<file path="config.mk">
export PLATFORM = sky130hd
export DESIGN_NAME = modular_inverse_ext_euclid
export DESIGN_NICKNAME = d
export VERILOG_FILES = /design/src/hdl/mie_pkg.sv /design/src/hdl/mie_div.sv /design/src/hdl/mie_dp.sv /design/src/hdl/mie_ctrl.sv /design/src/hdl/modular_inverse_ext_euclid.sv
export SDC_FILE = /design/constraint.sdc
export NUM_CORES = 2
export LEC_CHECK = 0
export ABC_AREA = 1
export BUFFER_PORTS_ARGS = -buffer_cell sky130_fd_sc_hd__buf_2
export CORE_MARGIN = 2
export CORE_UTILIZATION = 60
export DETAILED_ROUTE_END_ITERATION = 6
export HOLD_SLACK_MARGIN = 0.1
export PLACE_DENSITY = 0.78
export REMOVE_ABC_BUFFERS = 1
export SYNTH_ARGS = -nofsm -noshare
export SYNTH_HDL_FRONTEND = slang
export SYNTH_SLANG_ARGS = --single-unit
export TNS_END_PERCENT = 10
</file>
<file path="constraint.sdc">
create_clock -name clk -period 8.9 [get_ports clk]
set_clock_uncertainty 0.1 [all_clocks]
set_input_delay 1.78 -clock clk [delete_from_list [all_inputs] [get_ports clk]]
set_output_delay 1.78 -clock clk [all_outputs]
set_load 0.1 [all_outputs]
</file>
<file path="src/hdl/mie_pkg.sv">
// Shared types and constants for the modular inverse block.
// Used by the divider, datapath, controller, top level and checker.
`timescale 1ns / 1ps

package mie_pkg;

  localparam int WORD_BITS = 30;
  // Bezout coefficients stay within +/- modulus, two extra bits cover sign and headroom
  localparam int SBITS     = WORD_BITS + 2;
  localparam int CNT_BITS  = $clog2(WORD_BITS + 1);
  localparam int IN_BITS   = ((WORD_BITS + 7) / 8) * 8;
  localparam int OUT_BITS  = ((2 * WORD_BITS + 7) / 8) * 8;

  localparam logic [WORD_BITS-1:0] MODULUS_RESET = WORD_BITS'(998244353);

  typedef enum logic [2:0] {
    ST_IDLE,
    ST_CHECK,
    ST_DIV,
    ST_MUL,
    ST_UPD,
    ST_FIN
  } state_t;

  typedef struct packed {
    logic load;
    logic div_start;
    logic mul;
    logic update;
    logic out_load;
  } dp_cmd_t;

  typedef struct packed {
    logic r_zero;
    logic div_done;
  } dp_status_t;

endpackage

</file>
<file path="src/hdl/mie_div.sv">
// Iterative restoring divider, one quotient bit per cycle.
// Depends on mie_pkg for the word width.
`timescale 1ns / 1ps

module mie_div
  import mie_pkg::*;
(
  input  logic                 clk,
  input  logic                 rst,
  input  logic                 start,
  input  logic [WORD_BITS-1:0] dividend,
  input  logic [WORD_BITS-1:0] divisor,
  output logic [WORD_BITS-1:0] quotient,
  output logic [WORD_BITS-1:0] remainder,
  output logic                 done
);

  logic [WORD_BITS-1:0] quo;
  logic [WORD_BITS-1:0] rem;
  logic [WORD_BITS-1:0] dsr;
  logic [CNT_BITS-1:0]  cnt;
  logic                 busy;
  logic [WORD_BITS:0]   rem_sh;
  logic [WORD_BITS:0]   diff;
  logic                 fits;

  always_comb begin
    rem_sh = {rem, quo[WORD_BITS-1]};
    diff   = rem_sh - {1'b0, dsr};
    fits   = rem_sh >= {1'b0, dsr};
  end

  always_ff @(posedge clk) begin
    if (rst) begin
      busy <= 1'b0;
      done <= 1'b0;
      cnt  <= '0;
    end else begin
      done <= 1'b0;
      if (start) begin
        busy <= 1'b1;
        cnt  <= CNT_BITS'(WORD_BITS);
      end else if (busy) begin
        cnt <= cnt - 1'b1;
        if (cnt == CNT_BITS'(1)) begin
          busy <= 1'b0;
          done <= 1'b1;
        end
      end
    end
  end

  always_ff @(posedge clk) begin
    if (start) begin
      quo <= dividend;
      rem <= '0;
      dsr <= divisor;
    end else if (busy) begin
      // shift in the next dividend bit, subtract when the divisor fits
      quo <= {quo[WORD_BITS-2:0], fits};
      rem <= fits ? diff[WORD_BITS-1:0] : rem_sh[WORD_BITS-1:0];
    end
  end

  assign quotient  = quo;
  assign remainder = rem;

endmodule

</file>
<file path="src/hdl/mie_dp.sv">
// Datapath: remainder and coefficient registers, multiplier, final reduction.
// Depends on mie_pkg and instantiates mie_div.
`timescale 1ns / 1ps

module mie_dp
  import mie_pkg::*;
(
  input  logic                 clk,
  input  logic                 rst,
  input  logic [WORD_BITS-1:0] modulus,
  input  logic [WORD_BITS-1:0] in_value,
  input  dp_cmd_t              cmd,
  output dp_status_t           status,
  output logic [WORD_BITS-1:0] inverse,
  output logic [WORD_BITS-1:0] common_divisor
);

  logic [WORD_BITS-1:0]        r_prev;
  logic [WORD_BITS-1:0]        r_cur;
  logic signed [SBITS-1:0]     s_prev;
  logic signed [SBITS-1:0]     s_cur;
  logic signed [SBITS-1:0]     prod;
  logic [WORD_BITS-1:0]        quo;
  logic [WORD_BITS-1:0]        rem;
  logic                        div_done;
  logic signed [WORD_BITS+SBITS:0] prod_full;
  logic signed [SBITS-1:0]     m_s;
  logic signed [SBITS-1:0]     s_add;
  logic signed [SBITS-1:0]     s_sub;
  logic signed [SBITS-1:0]     s_red;

  mie_div u_div (
    .clk       (clk),
    .rst       (rst),
    .start     (cmd.div_start),
    .dividend  (r_prev),
    .divisor   (r_cur),
    .quotient  (quo),
    .remainder (rem),
    .done      (div_done)
  );

  always_comb begin
    // only the low bits matter: the true product stays within the coefficient range
    prod_full = $signed({1'b0, quo}) * s_cur;
    m_s       = $signed({2'b00, modulus});
    s_add     = s_prev + m_s;
    s_sub     = s_prev - m_s;
    if (s_prev[SBITS-1]) begin
      s_red = s_add;
    end else if (s_prev >= m_s) begin
      s_red = s_sub;
    end else begin
      s_red = s_prev;
    end
  end

  always_ff @(posedge clk) begin
    if (cmd.load) begin
      r_prev <= in_value;
      r_cur  <= modulus;
      s_prev <= SBITS'(1);
      s_cur  <= '0;
    end else if (cmd.update) begin
      r_prev <= r_cur;
      r_cur  <= rem;
      s_prev <= s_cur;
      s_cur  <= s_prev - prod;
    end
    if (cmd.mul) begin
      prod <= prod_full[SBITS-1:0];
    end
    if (cmd.out_load) begin
      inverse        <= (modulus == '0) ? '0 : s_red[WORD_BITS-1:0];
      common_divisor <= r_prev;
    end
  end

  assign status.r_zero   = (r_cur == '0);
  assign status.div_done = div_done;

endmodule

</file>
<file path="src/hdl/mie_ctrl.sv">
// Controller: sequences load, divide, multiply and update steps, owns the handshakes.
// Depends on mie_pkg for the state and command types.
`timescale 1ns / 1ps

module mie_ctrl
  import mie_pkg::*;
(
  input  logic       clk,
  input  logic       rst,
  input  logic       in_valid,
  output logic       in_ready,
  output logic       out_valid,
  input  logic       out_ready,
  input  dp_status_t status,
  output dp_cmd_t    cmd
);

  state_t state;
  state_t state_next;
  logic   out_valid_next;

  always_ff @(posedge clk) begin
    if (rst) begin
      state     <= ST_IDLE;
      out_valid <= 1'b0;
    end else begin
      state     <= state_next;
      out_valid <= out_valid_next;
    end
  end

  always_comb begin
    state_next     = state;
    cmd            = '0;
    in_ready       = 1'b0;
    out_valid_next = out_valid && !out_ready;
    case (state)
      ST_IDLE: begin
        in_ready = 1'b1;
        if (in_valid) begin
          cmd.load   = 1'b1;
          state_next = ST_CHECK;
        end
      end
      ST_CHECK: begin
        if (status.r_zero) begin
          state_next = ST_FIN;
        end else begin
          cmd.div_start = 1'b1;
          state_next    = ST_DIV;
        end
      end
      ST_DIV: begin
        if (status.div_done) begin
          state_next = ST_MUL;
        end
      end
      ST_MUL: begin
        cmd.mul    = 1'b1;
        state_next = ST_UPD;
      end
      ST_UPD: begin
        cmd.update = 1'b1;
        state_next = ST_CHECK;
      end
      ST_FIN: begin
        // hold until the output register is free
        if (!out_valid || out_ready) begin
          cmd.out_load   = 1'b1;
          out_valid_next = 1'b1;
          state_next     = ST_IDLE;
        end
      end
      default: begin
        state_next = ST_IDLE;
      end
    endcase
  end

endmodule

</file>
<file path="src/hdl/modular_inverse_ext_euclid.sv">
// Channel   Dir  Bits  Contents
// s_axis    in   32    value[29:0]
// m_axis    out  64    inverse[29:0], common_divisor[59:30]
// cfg       in   30    modulus, written on cfg_we
//
// Each Euclid step checks the remainder, runs the bit-serial divider, then multiplies and updates.
// Reset (rst, synchronous) loads the modulus with 998244353 and empties the output.
// The output register holds a finished result while the next item is taken in.
// Depends on mie_pkg, mie_ctrl, mie_dp.
`timescale 1ns / 1ps

module modular_inverse_ext_euclid
  import mie_pkg::*;
(
  input  logic                 clk,
  input  logic                 rst,
  input  logic                 cfg_we,
  input  logic [WORD_BITS-1:0] cfg_wdata,
  input  logic                 s_axis_tvalid,
  output logic                 s_axis_tready,
  input  logic [IN_BITS-1:0]   s_axis_tdata,   // value
  output logic                 m_axis_tvalid,
  input  logic                 m_axis_tready,
  output logic [OUT_BITS-1:0]  m_axis_tdata    // inverse, common_divisor
);

  logic [WORD_BITS-1:0] modulus;
  logic [WORD_BITS-1:0] inverse;
  logic [WORD_BITS-1:0] common_divisor;
  dp_cmd_t              cmd;
  dp_status_t           status;

  always_ff @(posedge clk) begin
    if (rst) begin
      modulus <= MODULUS_RESET;
    end else if (cfg_we) begin
      modulus <= cfg_wdata;
    end
  end

  mie_ctrl u_ctrl (
    .clk       (clk),
    .rst       (rst),
    .in_valid  (s_axis_tvalid),
    .in_ready  (s_axis_tready),
    .out_valid (m_axis_tvalid),
    .out_ready (m_axis_tready),
    .status    (status),
    .cmd       (cmd)
  );

  mie_dp u_dp (
    .clk            (clk),
    .rst            (rst),
    .modulus        (modulus),
    .in_value       (s_axis_tdata[WORD_BITS-1:0]),
    .cmd            (cmd),
    .status         (status),
    .inverse        (inverse),
    .common_divisor (common_divisor)
  );

  assign m_axis_tdata = OUT_BITS'({common_divisor, inverse});

endmodule

</file>
==> out/qor.yml <==
outcome: "completed"
p_per_area_nw_per_um2: 225
setup_viol: 0
final_cell_mix: "1388 x nand2_1, 1108 x inv_1, 412 x fa_1"
synth_cells: 5006
crit_fanout: 16
cp.arrival_ps: 7930
hold-worst-slack_ps: 341
grt-ovfl-total: 0
pwr-share-comb_pct: 48.0
fillers: 5455
drt-pass1-iter-count: 6
slew_violations: 0
muxShareOfSynthArea_pct: 0
yosysWarningCount: 0
synth-edff-count: 212
fin_setup_tns_ps: 0
grt.total_usage_pct: 38.0
period_needed_ps: 7680
die_area_um2: 64800
wl_per_cell_um: 20.4
p_int_mw: 4.77
clock_sink_count: 347
io_pins: 133
slew_headroom_pct: 19.1
synthSimpleGateAreaFrac_pct: 21.6
synth_area_leaders: "fa_1 22%, edfxtp_1 17%, nand2_1 14%, inv_1 11%, ha_1 8.1%"
root_buffer: "clkbuf_16"
ys_types: 57
grt_pass1_vias: 33100
final_common_cell: "nand2_1"
required_ps: 9150
ys_seq_elements: 347
crit_path_start_kind: "flip-flop"
hold_class: "reg2reg"
fp.dieW_um: 255
synth_area_um2: 37700
finalNonFillerCells: 5905
ant_nets: 0
fin_nets: 5759
grt_pass1_wl_mm: 186
synth_area_leader_cell: "fa_1"
synth_seq_area_share_pct: 24.1
max_freq_mhz: 130
cts_tree: "built"
syn_to_final_growth_pct: 7.44
clock_latency_ps: 590
rsz0062_at_grt: "no"
cts_hold_buf: 0
ctsResizeCount: 0
synthArstFlopShare_pct: 0
fp-row-count: 91
routabilityCongestion: 1.05
clkPwrFrac_pct: 19.9
numCtsBuffers: 39
vdd_drop_max_mv: 0.182
total_leakage_power_nw: 21.8
synth_top_area_share_pct: 21.9
p_switching_mw: 4.34
crit_type: "reg2reg"
layout-drive-gt1-share_pct: 5.84
endpoint_kind: "flip-flop"
clk_path_buf_depth: 3
num_vias: 33300
netSwitchingFraction_pct: 47.6
syn_avg_cell_area_um2: 7.53
start_util_pct: 60.9
synth-compound-area-share_pct: 9.08
port_buffers: 126
dp_cells: 5833
dpl.hpwl_mm: 96.0
synth_top_family_by_area: "adder cells"
yosys_most_used_dff: "edfxtp_1"
drc_errors: 0
worstMarginPinSlew_ps: 1210
die_h_um: 255
min_period_over_period_pct: 86.3
drt-total-wl_mm: 120
clk_pin_slew_ps: 60
max-cap-violations: 0
synth_xor_area_share_pct: 1.97
fin_util_pct: 65.4
initialDrtViolationCount: 3406
htree_levels: 2
antenna_found_initial: 3
synth_fa_ha_area_share_pct: 29.9
seq_power_share_pct: 32.1
finalHoldViolations: 0
grt_max_degree: 65
via_per_inst: 5.64
core_um2: 61900
cts_setup_buffers: 0
-- kinds of logic (layout without fill, tap and decap cells) --
logic type | Yosys count | after routing
simple gates | 1993 | 1993
buf+inv | 1321 | 1379
fa+ha+maj | 655 | 655
compound gates | 604 | 604
flops | 347 | 347
xor+xnor | 85 | 85
other cells | 1 | 5
-- per-stage QoR --
step                cell area, µm²  power, mW  setup WS [ps]
detailed placement           39100       7.15           1270
global route                 40500       9.69            933
finish                       40500       9.11           1220
floorplan                    36900       5.50            995
CTS                          40500       9.04           1310
global placement             39100       7.11           1380
-- path summary, 6_finish.rpt --
kind | start | to | slack (ps) | cells after the start
setup / recovery | u_dp.s_cur[10] | u_dp.prod[31] | 1220 | 23
hold / removal | u_dp.r_prev[13] | u_dp.common_divisor[13] | 340 | 0
setup reg to reg | u_dp.s_cur[10] | u_dp.prod[31] | 1220 | 23
hold reg to reg | u_dp.r_prev[13] | u_dp.common_divisor[13] | 340 | 0
-- power by group through the flow --
stage                     clock network, mW  registers [mW]  logic, mW
after detailed placement                  0            2.92       4.22
after floorplan                           0            2.71       2.78
after global routing                   1.88            2.95       4.87
after global placement                    0            2.91       4.20
final                                  1.81            2.93       4.37
after CTS                              1.82            2.90       4.32
-- state kept, by name (all words and copies together) (netlist names) --
register	count
modulus	30
u_ctrl.out_valid	1
u_ctrl.state	3
u_dp.common_divisor	30
u_dp.inverse	30
u_dp.prod	32
u_dp.r_cur	30
u_dp.r_prev	30
u_dp.s_cur	32
u_dp.s_prev	32
u_dp.u_div.busy	1
u_dp.u_div.cnt	5
u_dp.u_div.done	1
u_dp.u_div.dsr	30
u_dp.u_div.quotient	30
u_dp.u_div.remainder	30
-- final cells by class --
| class | count | area, µm² | share of cell area, % |
|---|---|---|---|
| multi-input combinational | 3341 | 23600 | 58.4 |
| tap | 837 | 1050 | 2.59 |
| antenna | 1 | 2.50 | 0.00618 |
| clock buffer | 47 | 1050 | 2.58 |
| sequential | 347 | 9070 | 22.4 |
| timing repair buffer | 186 | 1080 | 2.67 |
| inverter | 1122 | 4210 | 10.4 |
| clock inverter | 24 | 398 | 0.982 |
-- synth_stat cells, types with 2 or more instances --
library cell,number
nand2_1,1389
inv_1,1108
fa_1,412
nor2_1,246
ha_1,243
a21oi_1,233
edfxtp_1,212
o21ai_0,209
nand3_1,205
clkbuf_1,144
dfxtp_1,135
nand4_1,62
xor2_1,58
nor3_1,37
o211ai_1,34
xnor2_1,27
o21bai_1,25
buf_2,24
a21o_1,21
buf_1,21
nor4_1,17
a31oi_1,14
nand3b_1,14
o21a_1,12
inv_2,11
o22ai_1,11
a22o_1,10
buf_4,8
a21boi_0,7
o21ai_1,7
nand2_2,6
or2_2,5
a211oi_1,3
a32o_1,3
clkinv_1,3
o221ai_1,3
a31o_2,2
and3_1,2
nor3_2,2
o2111ai_1,2
o21ai_2,2
o31ai_1,2
-- worst max-delay path: stages, from the launching register on --
cell and delay, ps:
dfxtp_1 1090, nand2_1 230, fa_1 510, fa_1 460, fa_1 470, fa_1 520, inv_1 60, fa_1 510
inv_1 60, fa_1 520, inv_1 40, fa_1 490, inv_1 60, fa_1 480, inv_1 40, ha_1 330
nand2_1 140, o21ai_0 140, a211oi_1 300, nand3_1 240, a31oi_1 430, inv_1 80, nand2_1 80, nand2_1 50
-- layer usage --
metal,share of wire [%],up-vias,global-route usage [%]
li1,-,15400,-
met1,41,15900,52.0
met2,44,1709,59.6
met3,11,281,7.54
met4,4.5,0,15.3
met5,0,-,0
(Power assumes the default switching activity.)
